`src/hw/rtl/bols_pkg.sv`:
```
// Package for the bounded ordered list store.
// Holds opcodes, status codes and the sequencer state type; no dependencies.
package bols_pkg;

  typedef enum logic [2:0] {
    OP_ADD_HEAD  = 3'd0,
    OP_ADD_TAIL  = 3'd1,
    OP_ADD_AFTER = 3'd2,
    OP_DEL_EVEN  = 3'd3,
    OP_AVERAGE   = 3'd4,
    OP_DUMP      = 3'd5,
    OP_CLEAR     = 3'd6,
    OP_NOP       = 3'd7
  } opcode_e;

  typedef enum logic [2:0] {
    ST_OK        = 3'd0,
    ST_NOT_FOUND = 3'd1,
    ST_FULL      = 3'd2,
    ST_NO_EVEN   = 3'd3,
    ST_EMPTY     = 3'd4
  } status_e;

  typedef enum logic [3:0] {
    S_IDLE,
    S_SEARCH,
    S_SHIFT_UP,
    S_SHIFT_DOWN,
    S_SUM,
    S_DIVIDE,
    S_DUMP,
    S_RESULT
  } state_e;

  localparam int unsigned AvgWidth = 40;

endpackage

```
`src/hw/rtl/bols_divider.sv`:
```
// Restoring divider, one quotient bit per cycle.
// Depends on nothing; used by the top level for the average.
module bols_divider #(
  parameter int unsigned NumWidth = 48,
  parameter int unsigned DenWidth = 9
) (
  input  logic                clk_i,
  input  logic                rst_ni,
  input  logic                start_i,
  input  logic [NumWidth-1:0] num_i,
  input  logic [DenWidth-1:0] den_i,
  output logic                done_o,
  output logic [NumWidth-1:0] quot_o
);
  localparam int unsigned CntWidth = $clog2(NumWidth + 1);

  logic [NumWidth-1:0] quot_q, quot_d;
  logic [DenWidth-1:0] rem_q, rem_d;
  logic [DenWidth-1:0] den_q, den_d;
  logic [CntWidth-1:0] cnt_q, cnt_d;
  logic                busy_q, busy_d, done_q, done_d;
  logic [DenWidth:0]   trial;

  always_comb begin
    quot_d = quot_q;
    rem_d  = rem_q;
    den_d  = den_q;
    cnt_d  = cnt_q;
    busy_d = busy_q;
    done_d = 1'b0;
    trial  = {rem_q, quot_q[NumWidth-1]};
    if (start_i) begin
      quot_d = num_i;
      rem_d  = '0;
      den_d  = den_i;
      cnt_d  = CntWidth'(NumWidth);
      busy_d = 1'b1;
    end else if (busy_q) begin
      // Shift the next numerator bit into the partial remainder.
      if (trial >= {1'b0, den_q}) begin
        rem_d = DenWidth'(trial - {1'b0, den_q});
        quot_d = {quot_q[NumWidth-2:0], 1'b1};
      end else begin
        rem_d = trial[DenWidth-1:0];
        quot_d = {quot_q[NumWidth-2:0], 1'b0};
      end
      cnt_d = cnt_q - 1'b1;
      if (cnt_q == CntWidth'(1)) begin
        busy_d = 1'b0;
        done_d = 1'b1;
      end
    end
  end

  always_ff @(posedge clk_i or negedge rst_ni) begin
    if (!rst_ni) begin
      busy_q <= 1'b0;
      done_q <= 1'b0;
      cnt_q  <= '0;
    end else begin
      busy_q <= busy_d;
      done_q <= done_d;
      cnt_q  <= cnt_d;
    end
  end

  always_ff @(posedge clk_i) begin
    quot_q <= quot_d;
    rem_q  <= rem_d;
    den_q  <= den_d;
  end

  assign done_o = done_q;
  assign quot_o = quot_q;
endmodule

```
`src/hw/rtl/bounded_ordered_list_store.sv`:
```
// Bounded ordered list store: an ordered list of up to DEPTH signed 32-bit
// values kept in a position-indexed memory with a length count. One beat on
// the slave side carries one operation. Each operation walks the memory
// under a small sequencer, and the block is not ready while it works. For
// inserts, the key search reads one entry per cycle, and shifting the tail
// up reads and then writes each moved entry. Delete-first-even closes the
// hole by reading and then writing each moved entry. A dump reads the next
// entry only once the previous result beat is taken, and an average sums
// the entries and then divides by the length in the bit-serial divider.
// Every operation gives one result beat, except a dump of a non-empty list,
// which gives one beat per entry with tlast on the final one. The memory is
// not cleared at reset; only data read from positions below the length is
// ever used.
module bounded_ordered_list_store #(
  parameter int unsigned DEPTH     = 16,
  parameter int unsigned FRAC_BITS = 8
) (
  input  logic         clk_i,
  input  logic         rst_ni,
  input  logic         s_axis_tvalid_i,
  output logic         s_axis_tready_o,
  // tdata: opcode[2:0], new_value[34:3], key_value[66:35], zero pad to 72.
  input  logic [71:0]  s_axis_tdata_i,
  output logic         m_axis_tvalid_o,
  input  logic         m_axis_tready_i,
  // tdata: status[2:0], entry_value[34:3], average_fixed[74:35],
  // entry_count[79:75].
  output logic [79:0]  m_axis_tdata_o,
  // tlast: last_result.
  output logic         m_axis_tlast_o
);
  localparam int unsigned IdxW    = $clog2(DEPTH);
  localparam int unsigned LenW    = $clog2(DEPTH + 1);
  localparam int unsigned SumW    = 32 + IdxW + 1;
  localparam int unsigned NumW    = SumW + FRAC_BITS;
  localparam int unsigned AvgW    = bols_pkg::AvgWidth;
  localparam logic [NumW-1:0] PosMax = NumW'({(AvgW-1){1'b1}});
  localparam logic [NumW-1:0] NegMag = NumW'(1) << (AvgW-1);

  bols_pkg::state_e state_q, state_d;
  logic [31:0]       mem [DEPTH];
  logic [31:0]       rd_q;
  logic [IdxW-1:0]   rd_addr;
  logic              wr_en;
  logic [IdxW-1:0]   wr_addr;
  logic [31:0]       wr_data;

  logic [LenW-1:0]   len_q, len_d;
  logic [LenW-1:0]   idx_q, idx_d;
  logic              rd_vld_q, rd_vld_d;
  logic [2:0]        op_q, op_d;
  logic [31:0]       nv_q, nv_d, key_q, key_d;
  logic [LenW-1:0]   pos_q, pos_d;
  logic [SumW-1:0]   sum_q, sum_d;
  logic [2:0]        st_q, st_d;
  logic [31:0]       ev_q, ev_d;
  logic [AvgW-1:0]   avg_q, avg_d;
  logic              last_q, last_d;
  logic              ovld_q, ovld_d;

  logic              div_start, div_done;
  logic [NumW-1:0]   div_quot, div_num, qsat;
  logic              neg;
  logic [SumW-1:0]   mag;

  logic              acc;
  logic [2:0]        in_op;

  assign in_op = s_axis_tdata_i[2:0];
  assign acc   = s_axis_tvalid_i && s_axis_tready_o;
  assign s_axis_tready_o = (state_q == bols_pkg::S_IDLE) && !ovld_q;

  always_ff @(posedge clk_i) begin
    if (wr_en) mem[wr_addr] <= wr_data;
    rd_q <= mem[rd_addr];
  end

  assign neg     = sum_q[SumW-1];
  assign mag     = neg ? (SumW'(0) - sum_q) : sum_q;
  assign div_num = NumW'(mag) << FRAC_BITS;

  bols_divider #(.NumWidth(NumW), .DenWidth(LenW)) u_div (
    .clk_i, .rst_ni,
    .start_i (div_start),
    .num_i   (div_num),
    .den_i   (len_q),
    .done_o  (div_done),
    .quot_o  (div_quot)
  );

  // Next state.
  always_comb begin
    state_d = state_q;
    unique case (state_q)
      bols_pkg::S_IDLE: begin
        if (acc) begin
          unique case (bols_pkg::opcode_e'(in_op))
            bols_pkg::OP_ADD_HEAD, bols_pkg::OP_ADD_TAIL:
              state_d = (len_q >= LenW'(DEPTH)) ? bols_pkg::S_RESULT
                                                : bols_pkg::S_SHIFT_UP;
            bols_pkg::OP_ADD_AFTER, bols_pkg::OP_DEL_EVEN:
              state_d = bols_pkg::S_SEARCH;
            bols_pkg::OP_AVERAGE:
              state_d = (len_q == '0) ? bols_pkg::S_RESULT : bols_pkg::S_SUM;
            bols_pkg::OP_DUMP:
              state_d = (len_q == '0) ? bols_pkg::S_RESULT : bols_pkg::S_DUMP;
            default: state_d = bols_pkg::S_RESULT;
          endcase
        end
      end
      bols_pkg::S_SEARCH: begin
        if (op_q == bols_pkg::OP_ADD_AFTER) begin
          if (rd_vld_q && rd_q == key_q)
            state_d = (len_q >= LenW'(DEPTH)) ? bols_pkg::S_RESULT
                                              : bols_pkg::S_SHIFT_UP;
          else if (idx_q >= len_q && !rd_vld_q) state_d = bols_pkg::S_RESULT;
        end else begin
          if (len_q == '0) state_d = bols_pkg::S_RESULT;
          else if (rd_vld_q && !rd_q[0]) state_d = bols_pkg::S_SHIFT_DOWN;
          else if (idx_q >= len_q && !rd_vld_q) state_d = bols_pkg::S_RESULT;
        end
      end
      bols_pkg::S_SHIFT_UP:   if (idx_q == pos_q && !rd_vld_q) state_d = bols_pkg::S_RESULT;
      bols_pkg::S_SHIFT_DOWN: if (idx_q >= len_q && !rd_vld_q) state_d = bols_pkg::S_RESULT;
      bols_pkg::S_SUM:        if (idx_q >= len_q && !rd_vld_q) state_d = bols_pkg::S_DIVIDE;
      bols_pkg::S_DIVIDE:     if (div_done) state_d = bols_pkg::S_RESULT;
      bols_pkg::S_DUMP:       if (ovld_d && last_d) state_d = bols_pkg::S_IDLE;
      bols_pkg::S_RESULT:     state_d = bols_pkg::S_IDLE;
      default:                state_d = bols_pkg::S_IDLE;
    endcase
  end

  // Datapath and outputs.
  always_comb begin
    len_d = len_q; idx_d = idx_q; rd_vld_d = 1'b0; op_d = op_q;
    nv_d = nv_q; key_d = key_q; pos_d = pos_q; sum_d = sum_q;
    st_d = st_q; ev_d = ev_q; avg_d = avg_q; last_d = last_q;
    ovld_d = ovld_q && !m_axis_tready_i;
    rd_addr = idx_q[IdxW-1:0];
    wr_en = 1'b0; wr_addr = idx_q[IdxW-1:0]; wr_data = rd_q;
    div_start = 1'b0;
    qsat = '0;
    unique case (state_q)
      bols_pkg::S_IDLE: begin
        if (acc) begin
          op_d  = in_op;
          nv_d  = s_axis_tdata_i[34:3];
          key_d = s_axis_tdata_i[66:35];
          st_d  = bols_pkg::ST_OK;
          ev_d  = '0; avg_d = '0; last_d = 1'b1;
          idx_d = '0; sum_d = '0;
          unique case (bols_pkg::opcode_e'(in_op))
            bols_pkg::OP_ADD_HEAD, bols_pkg::OP_ADD_TAIL: begin
              if (len_q >= LenW'(DEPTH)) st_d = bols_pkg::ST_FULL;
              pos_d = (in_op == bols_pkg::OP_ADD_HEAD) ? '0 : len_q;
              idx_d = len_q;
            end
            bols_pkg::OP_AVERAGE, bols_pkg::OP_DUMP:
              if (len_q == '0) st_d = bols_pkg::ST_EMPTY;
            bols_pkg::OP_CLEAR: len_d = '0;
            default: ;
          endcase
        end
      end
      bols_pkg::S_SEARCH: begin
        if (idx_q < len_q) begin
          rd_addr = idx_q[IdxW-1:0]; idx_d = idx_q + 1'b1; rd_vld_d = 1'b1;
        end
        if (op_q == bols_pkg::OP_ADD_AFTER) begin
          if (rd_vld_q && rd_q == key_q) begin
            // Key hit at idx_q-1; shift entries above it up by one.
            rd_vld_d = 1'b0;
            if (len_q >= LenW'(DEPTH)) st_d = bols_pkg::ST_FULL;
            pos_d = idx_q; idx_d = len_q;
          end else if (idx_q >= len_q && !rd_vld_q) st_d = bols_pkg::ST_NOT_FOUND;
        end else begin
          if (len_q == '0) st_d = bols_pkg::ST_EMPTY;
          else if (rd_vld_q && !rd_q[0]) begin
            rd_vld_d = 1'b0; idx_d = idx_q - 1'b1;
          end else if (idx_q >= len_q && !rd_vld_q) st_d = bols_pkg::ST_NO_EVEN;
        end
      end
      bols_pkg::S_SHIFT_UP: begin
        // Read idx-1, then write it at idx on the next cycle.
        if (rd_vld_q) begin
          wr_en = 1'b1; wr_addr = idx_q[IdxW-1:0]; wr_data = rd_q;
        end else if (idx_q != pos_q) begin
          rd_addr = IdxW'(idx_q - 1'b1); rd_vld_d = 1'b1;
        end
        if (rd_vld_q) idx_d = idx_q - 1'b1;
        if (idx_q == pos_q && !rd_vld_q) begin
          wr_en = 1'b1; wr_addr = pos_q[IdxW-1:0]; wr_data = nv_q;
          len_d = len_q + 1'b1;
        end
      end
      bols_pkg::S_SHIFT_DOWN: begin
        // idx_q is the hole; copy idx+1 into it. The length drops once, when
        // the hole reaches the tail; the cycle after that only leaves.
        if (rd_vld_q) begin
          wr_en = 1'b1; wr_addr = idx_q[IdxW-1:0]; wr_data = rd_q;
          idx_d = idx_q + 1'b1;
        end else if (idx_q + 1'b1 < len_q) begin
          rd_addr = IdxW'(idx_q + 1'b1); rd_vld_d = 1'b1;
        end else if (idx_q < len_q) begin
          idx_d = len_q; len_d = len_q - 1'b1;
        end
      end
      bols_pkg::S_SUM: begin
        if (idx_q < len_q) begin
          rd_addr = idx_q[IdxW-1:0]; idx_d = idx_q + 1'b1; rd_vld_d = 1'b1;
        end
        if (rd_vld_q) sum_d = sum_q + SumW'($signed(rd_q));
        if (idx_q >= len_q && !rd_vld_q) div_start = 1'b1;
      end
      bols_pkg::S_DIVIDE: begin
        if (div_done) begin
          if (neg) begin
            qsat = (div_quot > NegMag) ? NegMag : div_quot;
            avg_d = AvgW'(NumW'(0) - qsat);
          end else begin
            qsat = (div_quot > PosMax) ? PosMax : div_quot;
            avg_d = AvgW'(qsat);
          end
        end
      end
      bols_pkg::S_DUMP: begin
        // One outstanding read at a time, held until the beat is taken.
        if (rd_vld_q) begin
          ev_d = rd_q; last_d = (idx_q == len_q); ovld_d = 1'b1;
        end else if (!ovld_q || m_axis_tready_i) begin
          if (idx_q < len_q) begin
            rd_addr = idx_q[IdxW-1:0]; idx_d = idx_q + 1'b1; rd_vld_d = 1'b1;
          end
        end
      end
      bols_pkg::S_RESULT: ovld_d = 1'b1;
      default: ;
    endcase
  end

  always_ff @(posedge clk_i or negedge rst_ni) begin
    if (!rst_ni) begin
      state_q  <= bols_pkg::S_IDLE;
      len_q    <= '0;
      idx_q    <= '0;
      rd_vld_q <= 1'b0;
      ovld_q   <= 1'b0;
    end else begin
      state_q  <= state_d;
      len_q    <= len_d;
      idx_q    <= idx_d;
      rd_vld_q <= rd_vld_d;
      ovld_q   <= ovld_d;
    end
  end

  always_ff @(posedge clk_i) begin
    op_q <= op_d; nv_q <= nv_d; key_q <= key_d; pos_q <= pos_d;
    sum_q <= sum_d; st_q <= st_d; ev_q <= ev_d; avg_q <= avg_d;
    last_q <= last_d;
  end

  assign m_axis_tvalid_o = ovld_q;
  assign m_axis_tlast_o  = last_q;
  assign m_axis_tdata_o  = {5'(len_q), avg_q, ev_q, st_q};
endmodule
```
`config.mk`:
```
export PLATFORM = sky130hd
export DESIGN_NAME = bounded_ordered_list_store
export DESIGN_NICKNAME = d
export VERILOG_FILES = /design/src/hw/rtl/bols_pkg.sv /design/src/hw/rtl/bols_divider.sv /design/src/hw/rtl/bounded_ordered_list_store.sv
export SDC_FILE = /design/constraint.sdc
export NUM_CORES = 1
export LEC_CHECK = 0
export BUFFER_PORTS_ARGS = -buffer_cell sky130_fd_sc_hd__buf_2
export CAP_MARGIN = 5
export CELL_PAD_IN_SITES_DETAIL_PLACEMENT = 1
export CELL_PAD_IN_SITES_GLOBAL_PLACEMENT = 1
export CORE_AREA = 2 2 353 355
export CTS_CLUSTER_SIZE = 24
export DETAILED_ROUTE_END_ITERATION = 7
export DIE_AREA = 0 0 355 357
export PLACE_DENSITY = 0.58
export SYNTH_ARGS = -nofsm -noshare
export SYNTH_HDL_FRONTEND = slang
export SYNTH_SLANG_ARGS = --single-unit
```
`constraint.sdc`:
```
create_clock -name clk_i -period 13.15 [get_ports clk_i]
set_input_delay 0 -clock clk_i [delete_from_list [all_inputs] [get_ports clk_i]]
set_output_delay 0 -clock clk_i [all_outputs]
set_load 0.05 [all_outputs]
```
# Word level (Yosys, flattened, before mapping)
# Memory sizes are Yosys's and may differ from the RTL's. A register that Yosys moved wholly into a read port is not among the register bits.
# Index checks and enable logic that the tools add are counted.
classes:
  addsub: 9
  mul: 0
  div: 0
  order_cmp: 7
  n_eq_ne: 42
  shifts: 0
  muxes: 112
  bitwise: 0
  reduce_logical: 35
ops:
  columns: ["cell", "n"]
  rows:
  - ["$mux W40", 5]
  - ["$mux W32", 4]
  - ["$mux W5", 25]
  - ["$mux W37", 3]
  - ["$mux W45", 2]
  - ["$pmux W40 S2", 1]
  - ["$pmux W37 S2", 1]
  - ["$mux W4", 16]
  - ["$pmux W32 S2", 1]
  - ["$gt A45 B39 Y1 const B", 1]
  - ["$gt A45 B40 Y1 const B", 1]
  - ["$sub A1 B40 Y40 const A", 1]
  - ["$add A37 B37 Y37", 1]
  - ["$sub A1 B37 Y37 const A", 1]
  - ["$eq A32 B32 Y1", 1]
  - ["$mux W3", 10]
  - ["$pmux W5 S6", 1]
  - ["$mux W1", 28]
  - ["$ne A2 B2 Y1 const B", 14]
  - ["$pmux W4 S7", 1]
  - ["$eq A4 B3 Y1 const B", 4]
  - ["$ne A4 B4 Y1 const B", 4]
  - ["$pmux W5 S3", 1]
  - ["$reduce_and A7 Y1", 2]
  - ["40 further kinds", 76]
totals:
  reg_bits: 264
  latch_bits: 0
  mem_bits_rw: 512
  romBits: 0
  in_bits: 76
  output_inout_bits: 83
  wordCells: 227
  n_memories: 1
mem_list:
  columns: ["name", "depth", "width", "rd", "rd_ports_with_merged_regs", "write_ports", "line_no", "text"]
  rows:
  - ["mem", 16, 32, 1, 1, 1, "bounded_ordered_list_store.sv:41", "logic [31:0] mem [DEPTH];"]

# Logic depth before layout (Yosys ltp)
depth:
  depth_word: 8
  ltp_mapped: 17
  mapped_depth_nobuf: 13

# Cells and area by module
# A second synthesis with hierarchy kept.
hier_totals:
  hier_cells: 2673
  area_unflattened_um2: 36651.4
modules_own_cells:
  columns: ["module", "n_inst", "cells_per_inst", "area_each_um2", "seq_area_each_um2"]
  rows:
  - ["bounded_ordered_list_store", 1, 2478, 33794.9, 21961.1]
  - ["bols_divider", 1, 195, 2856.5, 1801.7]

# Least setup slack after synthesis
# No wires, ideal clock.
synth_timing:
  path_type: "register to register"
  startpoint: "register state_q[3]"
  endpoint: "register sum_q[0] (enable)"
  setup_time_ns: 0.483
  t_arrival_ns: 4.114
  required_time_ns: 12.667
  slack_ns: 8.554
  stages_incl_launch_ff: 8
  path_buffers: 3
  synth_period_minus_slack_ns: 4.596
  cell_sequence: "dfrtp_1 -> buf_2 -> nand2b_1 -> nor2_1 -> nand2_1 -> clkbuf_1 -> clkbuf_1 -> o21ai_0"
synth_via:
  elab_chain_cells: 5
  elab_cells_between_ends: 8
  classes_between: "eq/ne: 3; reduce/logical: 5"
synth_lines:
  columns: ["element", "line_no", "text"]
  rows:
  - ["from (decl)", "bounded_ordered_list_store.sv:40", "bols_pkg::state_e state_q, state_d;"]
  - ["from (signal assigned)", "bounded_ordered_list_store.sv:243", "state_q <= bols_pkg::S_IDLE;"]
  - ["from (signal assigned)", "bounded_ordered_list_store.sv:249", "state_q <= state_d;"]
  - ["$logic_not A4 Y1", "bounded_ordered_list_store.sv:71, bounded_ordered_list_store.sv:143", null]
  - ["$logic_and A1 B1 Y1", "bounded_ordered_list_store.sv:71", "assign s_axis_tready_o = (state_q == bols_pkg::S_IDLE) && !ovld_q;"]
  - ["$logic_and A1 B1 Y1", "bounded_ordered_list_store.sv:70", "assign acc = s_axis_tvalid_i && s_axis_tready_o;"]
  - ["$ne A2 B2 Y1 (no line)", null, null]
  - ["$reduce_and A3 Y1 (no line) (*)", null, null]
  - ["to (signal assigned)", "bounded_ordered_list_store.sv:259", "sum_q <= sum_d; st_q <= st_d; ev_q <= ev_d; avg_q <= avg_d;"]
  - ["to (decl)", "bounded_ordered_list_store.sv:54", "logic [SumW-1:0] sum_q, sum_d;"]
# Mark *: on every way between the ends. The rest lies on a longest branch, timed or not.
# A chain may end at the register's enable or synchronous reset.

# Worst setup path in the final report
layout_timing:
  startpoint: "register idx_q[0]"
  endpoint: "register rd_q[14] (read register of mem)"
layout_via:
  elab_chain_cells: 5
  elab_cells_between_ends: 9
  classes_between: "add/sub: 2; order compare: 1; eq/ne: 1; mux: 5"
layout_lines:
  columns: ["element", "line_no", "text"]
  rows:
  - ["from (decl)", "bounded_ordered_list_store.sv:49", "logic [LenW-1:0] idx_q, idx_d;"]
  - ["from (signal assigned)", "bounded_ordered_list_store.sv:251", "idx_q <= idx_d;"]
  - ["$add A5 B1 Y5", "bounded_ordered_list_store.sv:202", "end else if (idx_q + 1'b1 < len_q) begin"]
  - ["$lt A5 B5 Y1", "bounded_ordered_list_store.sv:202", null]
  - ["$mux W4", "bounded_ordered_list_store.sv:202", null]
  - ["$mux W4", "bounded_ordered_list_store.sv:199", "if (rd_vld_q) begin"]
  - ["$pmux W4 S2 (*)", "bounded_ordered_list_store.sv:143", "unique case (state_q)"]
  - ["to (decl)", "bounded_ordered_list_store.sv:42", "logic [31:0] rd_q;"]
# Marked as above.

==> impl_results.md <==
* Run status: finished clean
* Depth of the CTS H-tree at 3
* GR Util met2 at 0.285
* Later-pin clock latency in the skew report at about 0.69 ns
* EDFF count, synth at between 700 and 800
* Clock sink count at between 800 and 900
* Cell Area, Synth at roughly 37000 um2
* Gr busiest metal: met2
* Nets@finish at approximately 3200
* 1st-pass router iterations at 5
* Initial Utilization at 0.298
* Upper clock frequency limit at ~160 MHz
* Synth Warn # at 0
* Leading area contributor after synthesis: edfxtp_1
* Core utilization of the finished layout at 0.355
* Gates resized, CTS repair at 0
* Core area at about 120000 um2
* Crit start category: flip-flop
* Final worst hold slack at around 0.034 ns
* Buffers added on ports at about 150
* Placed instance count at 4473
* Std-Cell Rows at ~130
* Synthesized Nets at between 2000 and 3000
* Number of buffers between clock root and the deepest sink at 3
* Power density cells at 222 nW/um2
* Setup repair after global routing missed its margin: no
* Drt drc at 0
* Max-slew violation count at 0
* Met1 Use GR at 0.244
* Signed area change from the synthesized netlist to the final layout at 19.0%
* Maximum fanout count along the critical path at between 40 and 50
* Chip Height at 357 um
* Path depth of the worst reg2reg path at 14
* Most frequently used cell type in the post-synthesis netlist: edfxtp_1
* Total die area at ~130000 um2
* Share of cells above drive strength 1 at 0.181
* Total of endpoints with negative setup slack in the final report at 0
* Most used flip-flop cell after synthesis: edfxtp_1
* Synth Register Bits at a little over 800
* Register clock-pin slew on the reported worst setup and hold paths at 0.07 ns
* Sequential-to-total area share from yosys stat at 0.645
* Type of the tightest min-delay check: input port to flip-flop
* Inserted Clock Buffers at 90
* Worst clock skew on the final layout at a little under 0.05 ns
* Worst Tran Pin Value at roughly 1.1 ns
* Internal reg-to-reg setup slack at around 6.9 ns
* Library cells used by synthesis at 93
* Setup Crit Path Kind: flip-flop to flip-flop
* Hold buffer count at CTS at between 100 and 150
* Reg2Reg Launch Point: idx_q[0]$_DFFE_PN0P_
* Initial antenna violation count at 9
* Cell types with the largest area share after synthesis: edfxtp_1, mux2_2, mux2i_1
* Worst VDD drop at about 260 uV
* Hold Vio Cnt, Final at 0
* Setup repair bufs after CTS at 0
* Vias per Instance at slightly above 5
* Worst hold stages at 2
* Final HPWL DP at 67.5 mm
* First-pass GRT wire length at 165 mm
* Leakage power at about 0.015 uW
* Wire length per cell at ~24 um
* Met3 Use GR at 0.0229
* Post-Syn Instances at 2775
* Slew Limit Headroom at 0.248
* Floorplan die width at 355 um
* Total routed wirelength at 112 mm
* Setup_tns at 0 ns
* Reg-to-reg critical path endpoint: rd_q[14]$_DFF_P_
* Count of nets left with antenna violations after detail routing at 0
* Global-route congestion overflow total at 0
* Final worst path period share at 0.476
* Worst hold start: s_axis_tdata_i[56]
* Vias in the first global route at ~25000
* Vias post-DR at 24200
* Crit path required time at 13.71 ns
* Endpoint, Worst Hold: key_q[21]$_DFFE_PP_
* Time the worst path needs with I/O delays and setup at between 6 and 7 ns
* Kind of capture point of the worst setup path: flip-flop
* Ports placed on the boundary at about 160
* Post-Synthesis Mean Instance Area at about 13 um2
* List of most frequent post-synthesis cells: edfxtp_1, nand2_1, nor2_1, mux2_2, a21oi_1
* Global-route usage over all layers at 0.173
* Final non-filler cell total at around 4800
* CTS tree: built
* Max Cap Viol at 0
* Arrival time at the worst endpoint at 6.82 ns
* Routability cong. at about 0.82
* Largest net degree at the start of global routing at roughly 160
* Share of flip-flops with an asynchronous set or reset at 0.0297
* Master cell of the clock root buffer: clkbuf_16
* Area share of the largest cell type after synthesis at 0.604
* Starting DRC count in detailed routing at 1824
==> critical path, stage by stage, from the launching register on <==
cell and delay, ns:
dfrtp_1 0.74, clkinv_1 0.49, nor2_1 0.52, nand2_1 0.13
xnor2_1 0.15, ha_1 0.32, a21o_1 0.16, a21oi_1 0.31
and3_1 0.44, a221o_1 0.26, o211a_4 0.45, buf_4 0.67
nand2_2 0.85, o22ai_1 0.50, nor4_1 0.09
==> placed cells by master (no fill, tap or decap), types with 22 or more instances in the layout <==
cell type and count:
a21o_1 25, a21oi_1 150, and2_1 39, buf_2 153, buf_4 51, clkbuf_1 22
clkbuf_16 91, dfrtp_1 23, dfxtp_1 46, dlygate4sd3_1 106, edfxtp_1 738, ha_1 60
inv_1 36, mux2_2 158, mux2i_1 148, nand2_1 233, nand3_1 67, nand4_1 24
nor2_1 151, nor3_1 47, nor4_1 42, o21ai_0 136, o22ai_1 68, xnor2_1 53
xor2_1 59
==> through the flow <==
step           worst slack (ns)  power, uW  cell area, um2
5_1_grt                    6.49      10200           43700
3_3_place_gp               6.88       7090           39500
2_1_floorplan              8.55       6020           36700
4_1_cts                    6.84       9800           43700
6_report                   6.89       9720           43700
3_5_place_dp               6.83       7130           39500
==> area by class of cell <==
type	count	area (um2)
fill	13100	79300
antenna	2	5.00
inverter	41	155
timing repair buffer	312	2250
multi-input combinational	1782	12400
clock inverter	50	663
sequential	808	23700
tap	1637	2050
clock buffer	119	2440
==> cells by family after synthesis <==
family / share of synthesized area
other: 0.000102
DFF: 0.645
AOI/OAI and AO/OA: 0.0961
buffers and inverters: 0.0217
and+or+nand+nor: 0.0985
xor gates and xnor gates: 0.0267
adders and majority gates: 0.0221
muxes: 0.0895
==> how the worst max path moves through the flow <==
stage / start / end / slack [ns] / cells after the start
global route: idx_q[0]$_DFFE_PN0P_ / rd_q[0]$_DFF_P_ / 6.49 / 14
CTS: idx_q[0]$_DFFE_PN0P_ / rd_q[14]$_DFF_P_ / 6.84 / 14
global placement: idx_q[0]$_DFFE_PN0P_ / rd_q[5]$_DFF_P_ / 6.88 / 14
detailed placement: idx_q[0]$_DFFE_PN0P_ / rd_q[14]$_DFF_P_ / 6.83 / 14
floorplan: state_q[3]$_DFFE_PN0P_ / sum_q[0]$_SDFFCE_PN0P_ / 8.55 / 7
finish: idx_q[0]$_DFFE_PN0P_ / rd_q[14]$_DFF_P_ / 6.89 / 14
==> flip-flops by register name (all words and copies together), names as in the netlist, 6 cells and up <==
register / flops
sum_q: 37
ev_q: 32
u_div.quot_o: 45
rd_q: 32
u_div.cnt_q: 6
nv_q: 32
mem: 512
key_q: 32
avg_q: 40
==> report_power, final <==
group / internal [uW] / switching (uW) / total [uW]
registers: 3380 / 432 / 3810
clock network: 1540 / 1080 / 2620
logic: 1200 / 2080 / 3290
==> routing by layer <==
metal | routed length (um) | up-vias
met2 | 51800 | 504
met4 | 1800 | 0
met5 | 0 | -
met1 | 53800 | 12500
met3 | 4340 | 128
li1 | - | 11100
Note: power is estimated with default switching activity, not from simulation.
